File: config.mk
export PLATFORM = sky130hd
export DESIGN_NAME = geomipmap_index_generator_core
export DESIGN_NICKNAME = d
export VERILOG_FILES = /design/src/rtl/core/gig_pkg.sv /design/src/rtl/core/geomipmap_index_generator_core.sv /design/src/rtl/core/gig_front.sv /design/src/rtl/core/gig_queue.sv /design/src/rtl/core/gig_back.sv /design/src/rtl/core/gig_index.sv
export SDC_FILE = /design/constraint.sdc
export NUM_CORES = 2
export LEC_CHECK = 0
export BUFFER_PORTS_ARGS = -buffer_cell sky130_fd_sc_hd__clkbuf_2
export CORE_UTILIZATION = 56
export CTS_CLUSTER_SIZE = 25
export DETAILED_ROUTE_END_ITERATION = 6
export GPL_TIMING_DRIVEN = 0
export MAX_ROUTING_LAYER = met4
export PLACE_DENSITY = 0.82
export RECOVER_POWER = 100
export SETUP_SLACK_MARGIN = 0.05
export SLEW_MARGIN = 25
export SYNTH_ARGS = -nofsm -noshare
export SYNTH_HDL_FRONTEND = slang
export SYNTH_SLANG_ARGS = --single-unit
File: constraint.sdc
create_clock -name clk -period 20.9 [get_ports clk]
set_input_delay 1.045 -clock clk [delete_from_list [all_inputs] [get_ports clk]]
set_output_delay 1.045 -clock clk [all_outputs]
set_load 0.05 [all_outputs]
File: src/rtl/core/gig_pkg.sv
// Shared types, constants and codes of the geomipmap index generator.
package gig_pkg;

  localparam int PATCH_SIZE  = 33;
  localparam int LOD_LEVELS  = 5;

  localparam int CMD_W       = 3;
  localparam int LOD_W       = 3;
  localparam int CELL_W      = 5;
  localparam int VW          = 16;
  localparam int NUM_TRI     = 8;
  localparam int TRI_IDX_W   = $clog2(NUM_TRI);
  localparam int QUEUE_DEPTH = 2;

  localparam int PADDR_W     = 3;
  localparam int PDATA_W     = 32;
  localparam int REG_IDX_W   = PADDR_W - 2;
  localparam int REG_ROW_LENGTH = 0;

  localparam logic [VW-1:0] ROW_LENGTH_RESET = 16'd1025;
  localparam logic [VW-1:0] EDGE_POS = VW'(PATCH_SIZE - 1);

  localparam logic [CMD_W-1:0] CMD_NORTH  = 3'd0;
  localparam logic [CMD_W-1:0] CMD_EAST   = 3'd1;
  localparam logic [CMD_W-1:0] CMD_SOUTH  = 3'd2;
  localparam logic [CMD_W-1:0] CMD_WEST   = 3'd3;
  localparam logic [CMD_W-1:0] CMD_CENTRE = 3'd4;

  typedef struct packed {
    logic [CMD_W-1:0]  cmd;
    logic              coarse_neighbor;
    logic [LOD_W-1:0]  lod_level;
    logic [CELL_W-1:0] cell_row;
    logic [CELL_W-1:0] cell_col;
  } gig_req_t;

  typedef struct packed {
    logic [VW-1:0] vertex_first;
    logic [VW-1:0] vertex_second;
    logic [VW-1:0] vertex_third;
    logic          last_triangle;
  } gig_res_t;

  // One classified request: section, origin, spacing, half spacing, apex offsets and triangle mask.
  typedef struct packed {
    logic               centre;
    logic [1:0]         side;
    logic [VW-1:0]      a;
    logic [VW-1:0]      b;
    logic [VW-1:0]      s;
    logic [VW-1:0]      h;
    logic [VW-1:0]      d;
    logic [VW-1:0]      t1;
    logic [VW-1:0]      t2;
    logic [NUM_TRI-1:0] mask;
  } gig_desc_t;

  typedef struct packed {
    logic [VW-1:0] r0;
    logic [VW-1:0] c0;
    logic [VW-1:0] r1;
    logic [VW-1:0] c1;
    logic [VW-1:0] r2;
    logic [VW-1:0] c2;
    logic          last;
  } gig_coord_t;

  typedef struct packed {
    logic full;
    logic nonempty;
  } gig_qstat_t;

endpackage

File: src/rtl/core/geomipmap_index_generator_core.sv
// Top level of the geomipmap index generator: register port, front end, queue and back end.
//
// Each accepted request word names one cell of a terrain patch and produces that cell's
// triangles as result words, one triangle per clock cycle while res_stall is low, with
// last_triangle set on the final one. A border cell gives two triangles, a centre cell up
// to eight. Requests with no triangles (unknown section, level too high, cell beyond the
// patch, edge-only centre cell) are taken without entering the queue, unless it is full,
// and produce nothing. A request passes the queue, its triangles the coordinate and result
// registers. A two-word queue sits between the classifying front end and the triangle
// sequencer, so requests are taken while earlier ones are still being emitted; the
// sustained rate is set by the one-triangle-per-cycle sequencer and result register.
// row_length (reset 1025) is the vertex stride between rows; the user writes it through the
// register port only while the block is idle, which the block itself does not enforce.
module geomipmap_index_generator_core (
  input  logic                           clk,
  input  logic                           rst,
  input  logic                           req_valid,
  output logic                           req_stall,
  input  gig_pkg::gig_req_t              req,
  output logic                           res_valid,
  input  logic                           res_stall,
  output gig_pkg::gig_res_t              res,
  input  logic                           psel,
  input  logic                           penable,
  input  logic                           pwrite,
  input  logic [gig_pkg::PADDR_W-1:0]    paddr,
  input  logic [gig_pkg::PDATA_W-1:0]    pwdata,
  output logic [gig_pkg::PDATA_W-1:0]    prdata,
  output logic                           pready
);
  import gig_pkg::*;

  logic [VW-1:0]        row_length;
  logic                 reg_hit;
  gig_desc_t            front_desc;
  logic                 produce;
  gig_desc_t            head;
  gig_qstat_t           qstat;
  logic                 pop;
  gig_coord_t           coord;
  logic                 coord_valid;
  logic                 take;

  assign pready  = 1'b1;
  assign reg_hit = (paddr[PADDR_W-1:2] == REG_IDX_W'(REG_ROW_LENGTH));
  assign prdata  = reg_hit ? PDATA_W'(row_length) : '0;

  always_ff @(posedge clk) begin
    if (rst) begin
      row_length <= ROW_LENGTH_RESET;
    end else if (psel && penable && pwrite && pready && reg_hit) begin
      row_length <= pwdata[VW-1:0];
    end
  end

  assign req_stall = qstat.full;

  gig_front u_front (
    .req     (req),
    .desc    (front_desc),
    .produce (produce)
  );

  gig_queue u_queue (
    .clk   (clk),
    .rst   (rst),
    .push  (req_valid && !qstat.full && produce),
    .wdata (front_desc),
    .pop   (pop),
    .rdata (head),
    .stat  (qstat)
  );

  gig_back u_back (
    .clk         (clk),
    .rst         (rst),
    .head        (head),
    .head_valid  (qstat.nonempty),
    .take        (take),
    .pop         (pop),
    .coord       (coord),
    .coord_valid (coord_valid)
  );

  gig_index u_index (
    .clk         (clk),
    .rst         (rst),
    .coord       (coord),
    .coord_valid (coord_valid),
    .row_length  (row_length),
    .res_stall   (res_stall),
    .res         (res),
    .res_valid   (res_valid),
    .take        (take)
  );

endmodule

File: src/rtl/core/gig_front.sv
// Front end: classifies a request and works out its cell geometry and triangle mask.
module gig_front (
  input  gig_pkg::gig_req_t  req,
  output gig_pkg::gig_desc_t desc,
  output logic               produce
);
  import gig_pkg::*;

  logic [3:0]    sh;
  logic [3:0]    sh_border;
  logic [VW-1:0] s;
  logic [VW-1:0] st;
  logic [VW-1:0] row;
  logic [VW-1:0] col;
  logic [VW-1:0] i;
  logic [VW-1:0] j;
  logic [VW-1:0] k;
  logic [VW-1:0] qd;
  logic          code_ok;
  logic          p_top;
  logic          p_right;
  logic          p_bottom;
  logic          p_left;

  always_comb begin
    sh        = {1'b0, req.lod_level} + 4'd1;
    sh_border = sh + {3'b000, req.coarse_neighbor};
    s         = VW'(1) << sh;
    st        = VW'(1) << sh_border;
    row       = VW'(req.cell_row);
    col       = VW'(req.cell_col);
    i         = row << sh;
    j         = col << sh;
    k         = row << sh_border;
    qd        = st >> 2;
    code_ok   = (req.cmd <= CMD_CENTRE) && ({1'b0, req.lod_level} < 4'(LOD_LEVELS));

    // A centre cell drops every pair of triangles that lies on the patch edge.
    p_top    = (i != '0);
    p_right  = ((j + s) != EDGE_POS);
    p_bottom = ((i + s) != EDGE_POS);
    p_left   = (j != '0);

    desc.centre = (req.cmd == CMD_CENTRE);
    desc.side   = req.cmd[1:0];
    if (req.cmd == CMD_CENTRE) begin
      desc.a  = i;
      desc.b  = j;
      desc.s  = s;
      desc.h  = s >> 1;
      desc.d  = '0;
      desc.t1 = '0;
      desc.t2 = '0;
      if ((i < EDGE_POS) && (j < EDGE_POS)) begin
        desc.mask = {p_left, p_left, p_bottom, p_bottom,
                     p_right, p_right, p_top, p_top};
      end else begin
        desc.mask = '0;
      end
    end else begin
      desc.a = k;
      desc.b = '0;
      desc.s = st;
      desc.h = st >> 1;
      if (req.coarse_neighbor) begin
        desc.d  = qd;
        desc.t1 = k + qd;
        desc.t2 = k + qd + (qd << 1);
      end else begin
        desc.d  = st >> 1;
        desc.t1 = k + (st >> 1);
        desc.t2 = k + (st >> 1);
      end
      desc.mask = (k < EDGE_POS) ? NUM_TRI'(2'b11) : '0;
    end
    if (!code_ok) begin
      desc.mask = '0;
    end
    produce = (desc.mask != '0);
  end

endmodule

File: src/rtl/core/gig_queue.sv
// Short queue of classified requests between the front and back ends.
module gig_queue (
  input  logic               clk,
  input  logic               rst,
  input  logic               push,
  input  gig_pkg::gig_desc_t wdata,
  input  logic               pop,
  output gig_pkg::gig_desc_t rdata,
  output gig_pkg::gig_qstat_t stat
);
  import gig_pkg::*;

  localparam int PTR_W = (QUEUE_DEPTH > 1) ? $clog2(QUEUE_DEPTH) : 1;
  localparam int CNT_W = $clog2(QUEUE_DEPTH + 1);

  gig_desc_t         entries [QUEUE_DEPTH];
  logic [PTR_W-1:0]  wr_ptr;
  logic [PTR_W-1:0]  rd_ptr;
  logic [CNT_W-1:0]  count;
  logic              do_push;
  logic              do_pop;

  assign stat.full     = (count == CNT_W'(QUEUE_DEPTH));
  assign stat.nonempty = (count != '0);
  assign rdata         = entries[rd_ptr];
  assign do_push       = push && !stat.full;
  assign do_pop        = pop && stat.nonempty;

  always_ff @(posedge clk) begin
    if (do_push) begin
      entries[wr_ptr] <= wdata;
    end
  end

  always_ff @(posedge clk) begin
    if (rst) begin
      wr_ptr <= '0;
      rd_ptr <= '0;
      count  <= '0;
    end else begin
      if (do_push) begin
        wr_ptr <= (wr_ptr == PTR_W'(QUEUE_DEPTH - 1)) ? '0 : wr_ptr + 1'b1;
      end
      if (do_pop) begin
        rd_ptr <= (rd_ptr == PTR_W'(QUEUE_DEPTH - 1)) ? '0 : rd_ptr + 1'b1;
      end
      if (do_push && !do_pop) begin
        count <= count + 1'b1;
      end else if (do_pop && !do_push) begin
        count <= count - 1'b1;
      end
    end
  end

endmodule

File: src/rtl/core/gig_back.sv
// Back end: walks the triangle mask of the head request and registers one triangle's coordinates.
module gig_back (
  input  logic               clk,
  input  logic               rst,
  input  gig_pkg::gig_desc_t head,
  input  logic               head_valid,
  input  logic               take,
  output logic               pop,
  output gig_pkg::gig_coord_t coord,
  output logic               coord_valid
);
  import gig_pkg::*;

  logic                 started;
  logic [NUM_TRI-1:0]   rem;
  logic [NUM_TRI-1:0]   cur_mask;
  logic [NUM_TRI-1:0]   low_bit;
  logic [NUM_TRI-1:0]   rest;
  logic [TRI_IDX_W-1:0] n;
  logic                 emit;
  gig_coord_t           sel;
  logic [VW-1:0]        ah;
  logic [VW-1:0]        as_;
  logic [VW-1:0]        bh;
  logic [VW-1:0]        bs;
  logic [VW-1:0]        ed;

  always_comb begin
    cur_mask = started ? rem : head.mask;
    low_bit  = cur_mask & (~cur_mask + 1'b1);
    rest     = cur_mask & ~low_bit;
    n        = '0;
    for (int q = NUM_TRI - 1; q >= 0; q--) begin
      if (low_bit[q]) begin
        n = TRI_IDX_W'(q);
      end
    end
    emit = head_valid && (!coord_valid || take);
    pop  = emit && (rest == '0);
  end

  always_comb begin
    ah  = head.a + head.h;
    as_ = head.a + head.s;
    bh  = head.b + head.h;
    bs  = head.b + head.s;
    ed  = EDGE_POS - head.d;
    sel = '0;
    sel.last = (rest == '0);
    if (head.centre) begin
      unique case (n)
        3'd0: {sel.r0, sel.c0, sel.r1, sel.c1, sel.r2, sel.c2} =
              {head.a, head.b, head.a, bh, ah, bh};
        3'd1: {sel.r0, sel.c0, sel.r1, sel.c1, sel.r2, sel.c2} =
              {head.a, bh, head.a, bs, ah, bh};
        3'd2: {sel.r0, sel.c0, sel.r1, sel.c1, sel.r2, sel.c2} =
              {head.a, bs, ah, bs, ah, bh};
        3'd3: {sel.r0, sel.c0, sel.r1, sel.c1, sel.r2, sel.c2} =
              {ah, bh, ah, bs, as_, bs};
        3'd4: {sel.r0, sel.c0, sel.r1, sel.c1, sel.r2, sel.c2} =
              {ah, bh, as_, bh, as_, head.b};
        3'd5: {sel.r0, sel.c0, sel.r1, sel.c1, sel.r2, sel.c2} =
              {ah, bh, as_, bs, as_, bh};
        3'd6: {sel.r0, sel.c0, sel.r1, sel.c1, sel.r2, sel.c2} =
              {ah, head.b, ah, bh, as_, head.b};
        default: {sel.r0, sel.c0, sel.r1, sel.c1, sel.r2, sel.c2} =
              {head.a, head.b, ah, bh, ah, head.b};
      endcase
    end else begin
      // Border cells: a is the start offset along the edge, s and h the stitch spacing.
      unique case ({head.side, n[0]})
        3'b000: {sel.r0, sel.c0, sel.r1, sel.c1, sel.r2, sel.c2} =
                {VW'(0), head.a, VW'(0), ah, head.d, head.t1};
        3'b001: {sel.r0, sel.c0, sel.r1, sel.c1, sel.r2, sel.c2} =
                {VW'(0), ah, VW'(0), as_, head.d, head.t2};
        3'b010: {sel.r0, sel.c0, sel.r1, sel.c1, sel.r2, sel.c2} =
                {head.a, EDGE_POS, ah, EDGE_POS, head.t1, ed};
        3'b011: {sel.r0, sel.c0, sel.r1, sel.c1, sel.r2, sel.c2} =
                {ah, EDGE_POS, as_, EDGE_POS, head.t2, ed};
        3'b100: {sel.r0, sel.c0, sel.r1, sel.c1, sel.r2, sel.c2} =
                {EDGE_POS, as_, EDGE_POS, ah, ed, head.t2};
        3'b101: {sel.r0, sel.c0, sel.r1, sel.c1, sel.r2, sel.c2} =
                {EDGE_POS, ah, EDGE_POS, head.a, ed, head.t1};
        3'b110: {sel.r0, sel.c0, sel.r1, sel.c1, sel.r2, sel.c2} =
                {as_, VW'(0), ah, VW'(0), head.t2, head.d};
        default: {sel.r0, sel.c0, sel.r1, sel.c1, sel.r2, sel.c2} =
                {ah, VW'(0), head.a, VW'(0), head.t1, head.d};
      endcase
    end
  end

  always_ff @(posedge clk) begin
    if (emit) begin
      coord <= sel;
    end
  end

  always_ff @(posedge clk) begin
    if (rst) begin
      started     <= 1'b0;
      rem         <= '0;
      coord_valid <= 1'b0;
    end else begin
      if (!coord_valid || take) begin
        coord_valid <= emit;
      end
      if (emit) begin
        started <= (rest != '0);
        rem     <= rest;
      end
    end
  end

endmodule

File: src/rtl/core/gig_index.sv
// Index stage: turns row and column coordinates into wrapped vertex indices in the output register.
module gig_index (
  input  logic                clk,
  input  logic                rst,
  input  gig_pkg::gig_coord_t coord,
  input  logic                coord_valid,
  input  logic [15:0]         row_length,
  input  logic                res_stall,
  output gig_pkg::gig_res_t   res,
  output logic                res_valid,
  output logic                take
);
  import gig_pkg::*;

  logic [2*VW-1:0] p0;
  logic [2*VW-1:0] p1;
  logic [2*VW-1:0] p2;
  gig_res_t        res_next;

  always_comb begin
    p0 = coord.r0 * row_length;
    p1 = coord.r1 * row_length;
    p2 = coord.r2 * row_length;
    res_next.vertex_first  = p0[VW-1:0] + coord.c0;
    res_next.vertex_second = p1[VW-1:0] + coord.c1;
    res_next.vertex_third  = p2[VW-1:0] + coord.c2;
    res_next.last_triangle = coord.last;
    take = !res_valid || !res_stall;
  end

  always_ff @(posedge clk) begin
    if (take && coord_valid) begin
      res <= res_next;
    end
  end

  always_ff @(posedge clk) begin
    if (rst) begin
      res_valid <= 1'b0;
    end else if (take) begin
      res_valid <= coord_valid;
    end
  end

endmodule

==> load_flow_metrics.sql <==
INSERT INTO impl_metrics (metric_group, metric, value, unit) VALUES
('final_layout', 'final_layout_size_suffix_gt1_share', '4.96', '%'),
('run_status', 'run_status', 'finished, violations left', ''),
('critical_path', 'path_depth', '30', ''),
('critical_path', 'cp.arrival', '11770', 'ps'),
('clocking', 'hold_buffers', '0', ''),
('final_layout', 'filler_cell_count', '5933', ''),
('synth', 'synth_async_sr_flop_share', '0', '%'),
('detailed_routing', 'initialDrtViolationCount', '3394', ''),
('global_route', 'first_global_vias', '32620', ''),
('final_layout', 'design.final.nets', '5081', ''),
('detailed_routing', 'routed-wl-met2', '62.0', 'mm'),
('clocking', 'clock_tree.htree_level_count', '2', ''),
('clocking', 'cts_tree', 'built', ''),
('detailed_routing', 'met3_wirelength', '10.5', 'mm'),
('timing', 'max_freq', '0.0867', 'GHz'),
('detailed_routing', 'antenna_violating_nets_post_route', '0', ''),
('timing', 'finalHoldViolations', '0', ''),
('synth', 'top_flip_flop_cell_by_instance_count_after_synthesis', 'sky130_fd_sc_hd__edfxtp_1', ''),
('timing', 'final.setup.worst_slack', '9370', 'ps'),
('power_and_ir_drop', 'power.sequential.fraction', '34.8', '%'),
('critical_path', 'crit_path_required_time', '21140', 'ps'),
('flow_run', 'drv.max_cap_violation_count', '2', ''),
('placed_design', 'finalWeightedCongestion', '1.06', ''),
('critical_path', 'largest_fanout_on_the_critical_path', '10', ''),
('clocking', 'ctsResizeCount', '0', ''),
('critical_path', 'critical_path.endpoint', 'u_queue.entries[1][19]$_DFFE_PP_', ''),
('detailed_routing', 'drcViolationCount', '4', ''),
('critical_path', 'critPathBufInv', '14', ''),
('placed_design', 'place_ws', '12310', 'ps'),
('clocking', 'cts_num_sinks', '379', ''),
('power_and_ir_drop', 'clock_power_share', '26.1', '%'),
('power_and_ir_drop', 'internal_power', '1.67', 'mW'),
('detailed_routing', 'top_layer_used', 'met4', ''),
('timing', 'max_slew.worst_pin.slew', '4540', 'ps'),
('synth', 'syn_avg_cell_area', '9.19', 'um2'),
('clocking', 'cts_max_path_buffers', '3', ''),
('global_route', 'grt_start_max_net_pins', '90', ''),
('run_status', 'failed_checks', 'DRC, capacitance limit, slew limit', ''),
('floorplan', 'initial_utilization', '56.8', '%'),
('clocking', 'clk_latency', '590', 'ps'),
('synth', 'syn-cell-area', '39100', 'um2'),
('global_route', 'globalRouteTotalUtil', '39.5', '%'),
('timing', 'slew_violations', '105', ''),
('floorplan', 'num_rows', '96', ''),
('timing', 'final.min_clock_period', '11530', 'ps'),
('detailed_routing', 'm1WireLength', '52.4', 'mm'),
('floorplan', 'top_level_ports', '143', ''),
('power_and_ir_drop', 'leakagePower', '17.2', 'nW'),
('min_path', 'timing.hold.worst.class', 'reg2reg', ''),
('power_and_ir_drop', 'power_switching_share', '37.3', '%'),
('detailed_routing', 'route.final.wire_length', '135', 'mm'),
('synth', 'synth_seq_cells', '379', ''),
('timing', 'slew_headroom', '-203', '%'),
('detailed_routing', 'drt-vias-per-instance', '6.12', ''),
('final_layout', 'register_cell_area_after_layout', '11100', 'um2'),
('floorplan', 'die_height', '266', 'um'),
('critical_path', 'critical-path-top-delay-family', 'buffers and inverters', ''),
('critical_path', 'crit_path_end_kind', 'register', ''),
('timing', 'final.setup.tns', '0', 'ps'),
('timing', 'timing.final.crit_share', '55.2', '%'),
('critical_path', 'crit_start', 'req[10]', ''),
('synth', 'ys_seq_area_share', '28.3', '%'),
('timing', 'setup_repair_after_global_routing_missed_its_margin', 'no', ''),
('clocking', 'clkSlewWorstSetupHoldPaths', '60', 'ps'),
('synth', 'synth_enable_flop_cells', '348', ''),
('floorplan', 'die_w', '266', 'um'),
('power_and_ir_drop', 'p_comb_share', '39.1', '%'),
('global_route', 'globalRoute.totalOverflow', '0', ''),
('synth', 'synthCells', '4254', ''),
('placed_design', 'dp_hpwl', '109', 'mm'),
('power_and_ir_drop', 'power_density', '63.1', 'nW/um2');
==> flip-flops by register name, summed over array words and instances (netlist names), 2 cells and up, named ones only <==
| signal | cells |
|---|---|
| u_back.rem | 7 |
| u_queue.entries | 202 |
| u_index.res | 49 |
| u_back.coord | 97 |
| row_length | 16 |
| u_queue.count | 2 |
==> cell families after synthesis <==
| kind of cell | share of synthesized area [%] |
|---|---|
| other | 0.0192 |
| AO/OA/AOI/OAI | 14.1 |
| buffers and inverters | 7.46 |
| flip-flops | 28.3 |
| adder cells (fa/ha/maj) | 24.1 |
| multiplexers | 5.31 |
| XOR/XNOR | 5.57 |
| AND/OR/NAND/NOR | 15.1 |
==> final cells by class <==
type                    count  share of cell area (%)
well taps                 931                    2.77
clock inverters            20                   0.416
plain buffers             222                    2.20
multi-input cells        3145                    59.8
repair buffers            134                    1.29
flip-flops and latches    379                    26.3
inverters                 523                    4.67
clock buffers              51                    2.53
==> layout by cell type (no fill, tap or decap), drive strengths merged, types with 21 or more instances in the layout <==
cell	n
o22ai	56
and2	198
nand2b	31
a222oi	22
nor3	57
nand3	44
inv	526
a211oi	29
xnor2	186
a21oi	230
a221oi	22
dfxtp	31
xor2	62
buf	43
nand2	513
edfxtp	348
nor2b	40
mux2i	110
and3	21
a22oi	29
o21ai	188
ha	287
a21o	43
clkbuf	364
mux2	74
o221ai	25
fa	290
nor2	275
o211ai	30
==> layer usage <==
layer / global-route usage (%) / vias to the layer above
met5: - / -
met4: 25.0 / 0
met3: 4.99 / 414
met2: 62.7 / 1766
met1: 47.8 / 15939
li1: - / 14935
==> metrics by stage <==
stage	util [%]	power [mW]	cell area [um2]	hold slack [ps]
after floorplan	-	1.65	39200	400
after global placement	59.4	1.94	40900	402
after detailed placement	59.9	1.96	41200	411
after CTS	61.7	2.65	42400	425
final	61.2	2.66	42100	432
after global routing	61.2	2.78	42100	441
==> power groups by stage <==
| stage | sequential [mW] | clock, mW | combinational (mW) |
|---|---|---|---|
| detailed placement | 0.937 | 0 | 1.02 |
| global placement | 0.942 | 0 | 0.998 |
| global route | 0.927 | 0.725 | 1.13 |
| CTS | 0.921 | 0.700 | 1.03 |
| finish | 0.924 | 0.694 | 1.04 |
| floorplan | 0.951 | 0 | 0.702 |
==> worst min-delay path by stage <==
stage                              start                  endpoint  slack [ps]  cells after the start
2_1_floorplan  u_back.coord[0]$_DFFE_PP_  u_index.res[0]$_DFFE_PP_         400                      0
3_3_place_gp   u_back.coord[0]$_DFFE_PP_  u_index.res[0]$_DFFE_PP_         400                      0
3_5_place_dp   u_back.coord[0]$_DFFE_PP_  u_index.res[0]$_DFFE_PP_         410                      0
4_1_cts        u_back.coord[0]$_DFFE_PP_  u_index.res[0]$_DFFE_PP_         430                      0
5_1_grt        u_back.coord[0]$_DFFE_PP_  u_index.res[0]$_DFFE_PP_         440                      0
6_report       u_back.coord[0]$_DFFE_PP_  u_index.res[0]$_DFFE_PP_         430                      0
==> synthesized netlist by cell type (13+ instances only) <==
master	count	share of area [%]
sky130_fd_sc_hd__a211oi_1	29	0.56
sky130_fd_sc_hd__a21o_1	43	0.83
sky130_fd_sc_hd__a21oi_1	228	2.9
sky130_fd_sc_hd__a221oi_1	22	0.49
sky130_fd_sc_hd__a222oi_1	22	0.56
sky130_fd_sc_hd__a22oi_1	28	0.54
sky130_fd_sc_hd__a31oi_1	16	0.26
sky130_fd_sc_hd__and2_1	197	3.2
sky130_fd_sc_hd__and3_1	21	0.34
sky130_fd_sc_hd__buf_1	16	0.15
sky130_fd_sc_hd__buf_2	14	0.18
sky130_fd_sc_hd__buf_4	22	0.42
sky130_fd_sc_hd__clkbuf_1	167	1.6
sky130_fd_sc_hd__dfxtp_1	31	1.6
sky130_fd_sc_hd__edfxtp_1	348	27
sky130_fd_sc_hd__fa_1	290	15
sky130_fd_sc_hd__ha_1	287	9.2
sky130_fd_sc_hd__inv_1	518	5.0
sky130_fd_sc_hd__mux2_2	72	2.1
sky130_fd_sc_hd__mux2i_1	110	2.8
sky130_fd_sc_hd__nand2_1	512	4.9
sky130_fd_sc_hd__nand2b_1	30	0.48
sky130_fd_sc_hd__nand3_1	44	0.56
sky130_fd_sc_hd__nand3b_1	14	0.27
sky130_fd_sc_hd__nor2_1	272	2.6
sky130_fd_sc_hd__nor2b_1	40	0.64
sky130_fd_sc_hd__nor3_1	57	0.73
sky130_fd_sc_hd__o211ai_1	30	0.58
sky130_fd_sc_hd__o21a_1	14	0.27
sky130_fd_sc_hd__o21ai_0	177	2.3
sky130_fd_sc_hd__o21bai_1	16	0.31
sky130_fd_sc_hd__o221ai_1	25	0.56
sky130_fd_sc_hd__o22ai_1	53	0.85
sky130_fd_sc_hd__o31ai_1	13	0.25
sky130_fd_sc_hd__or2_2	16	0.26
sky130_fd_sc_hd__or3_1	18	0.29
sky130_fd_sc_hd__xnor2_1	185	4.1
sky130_fd_sc_hd__xor2_1	62	1.4
(Power assumes the default switching activity.)
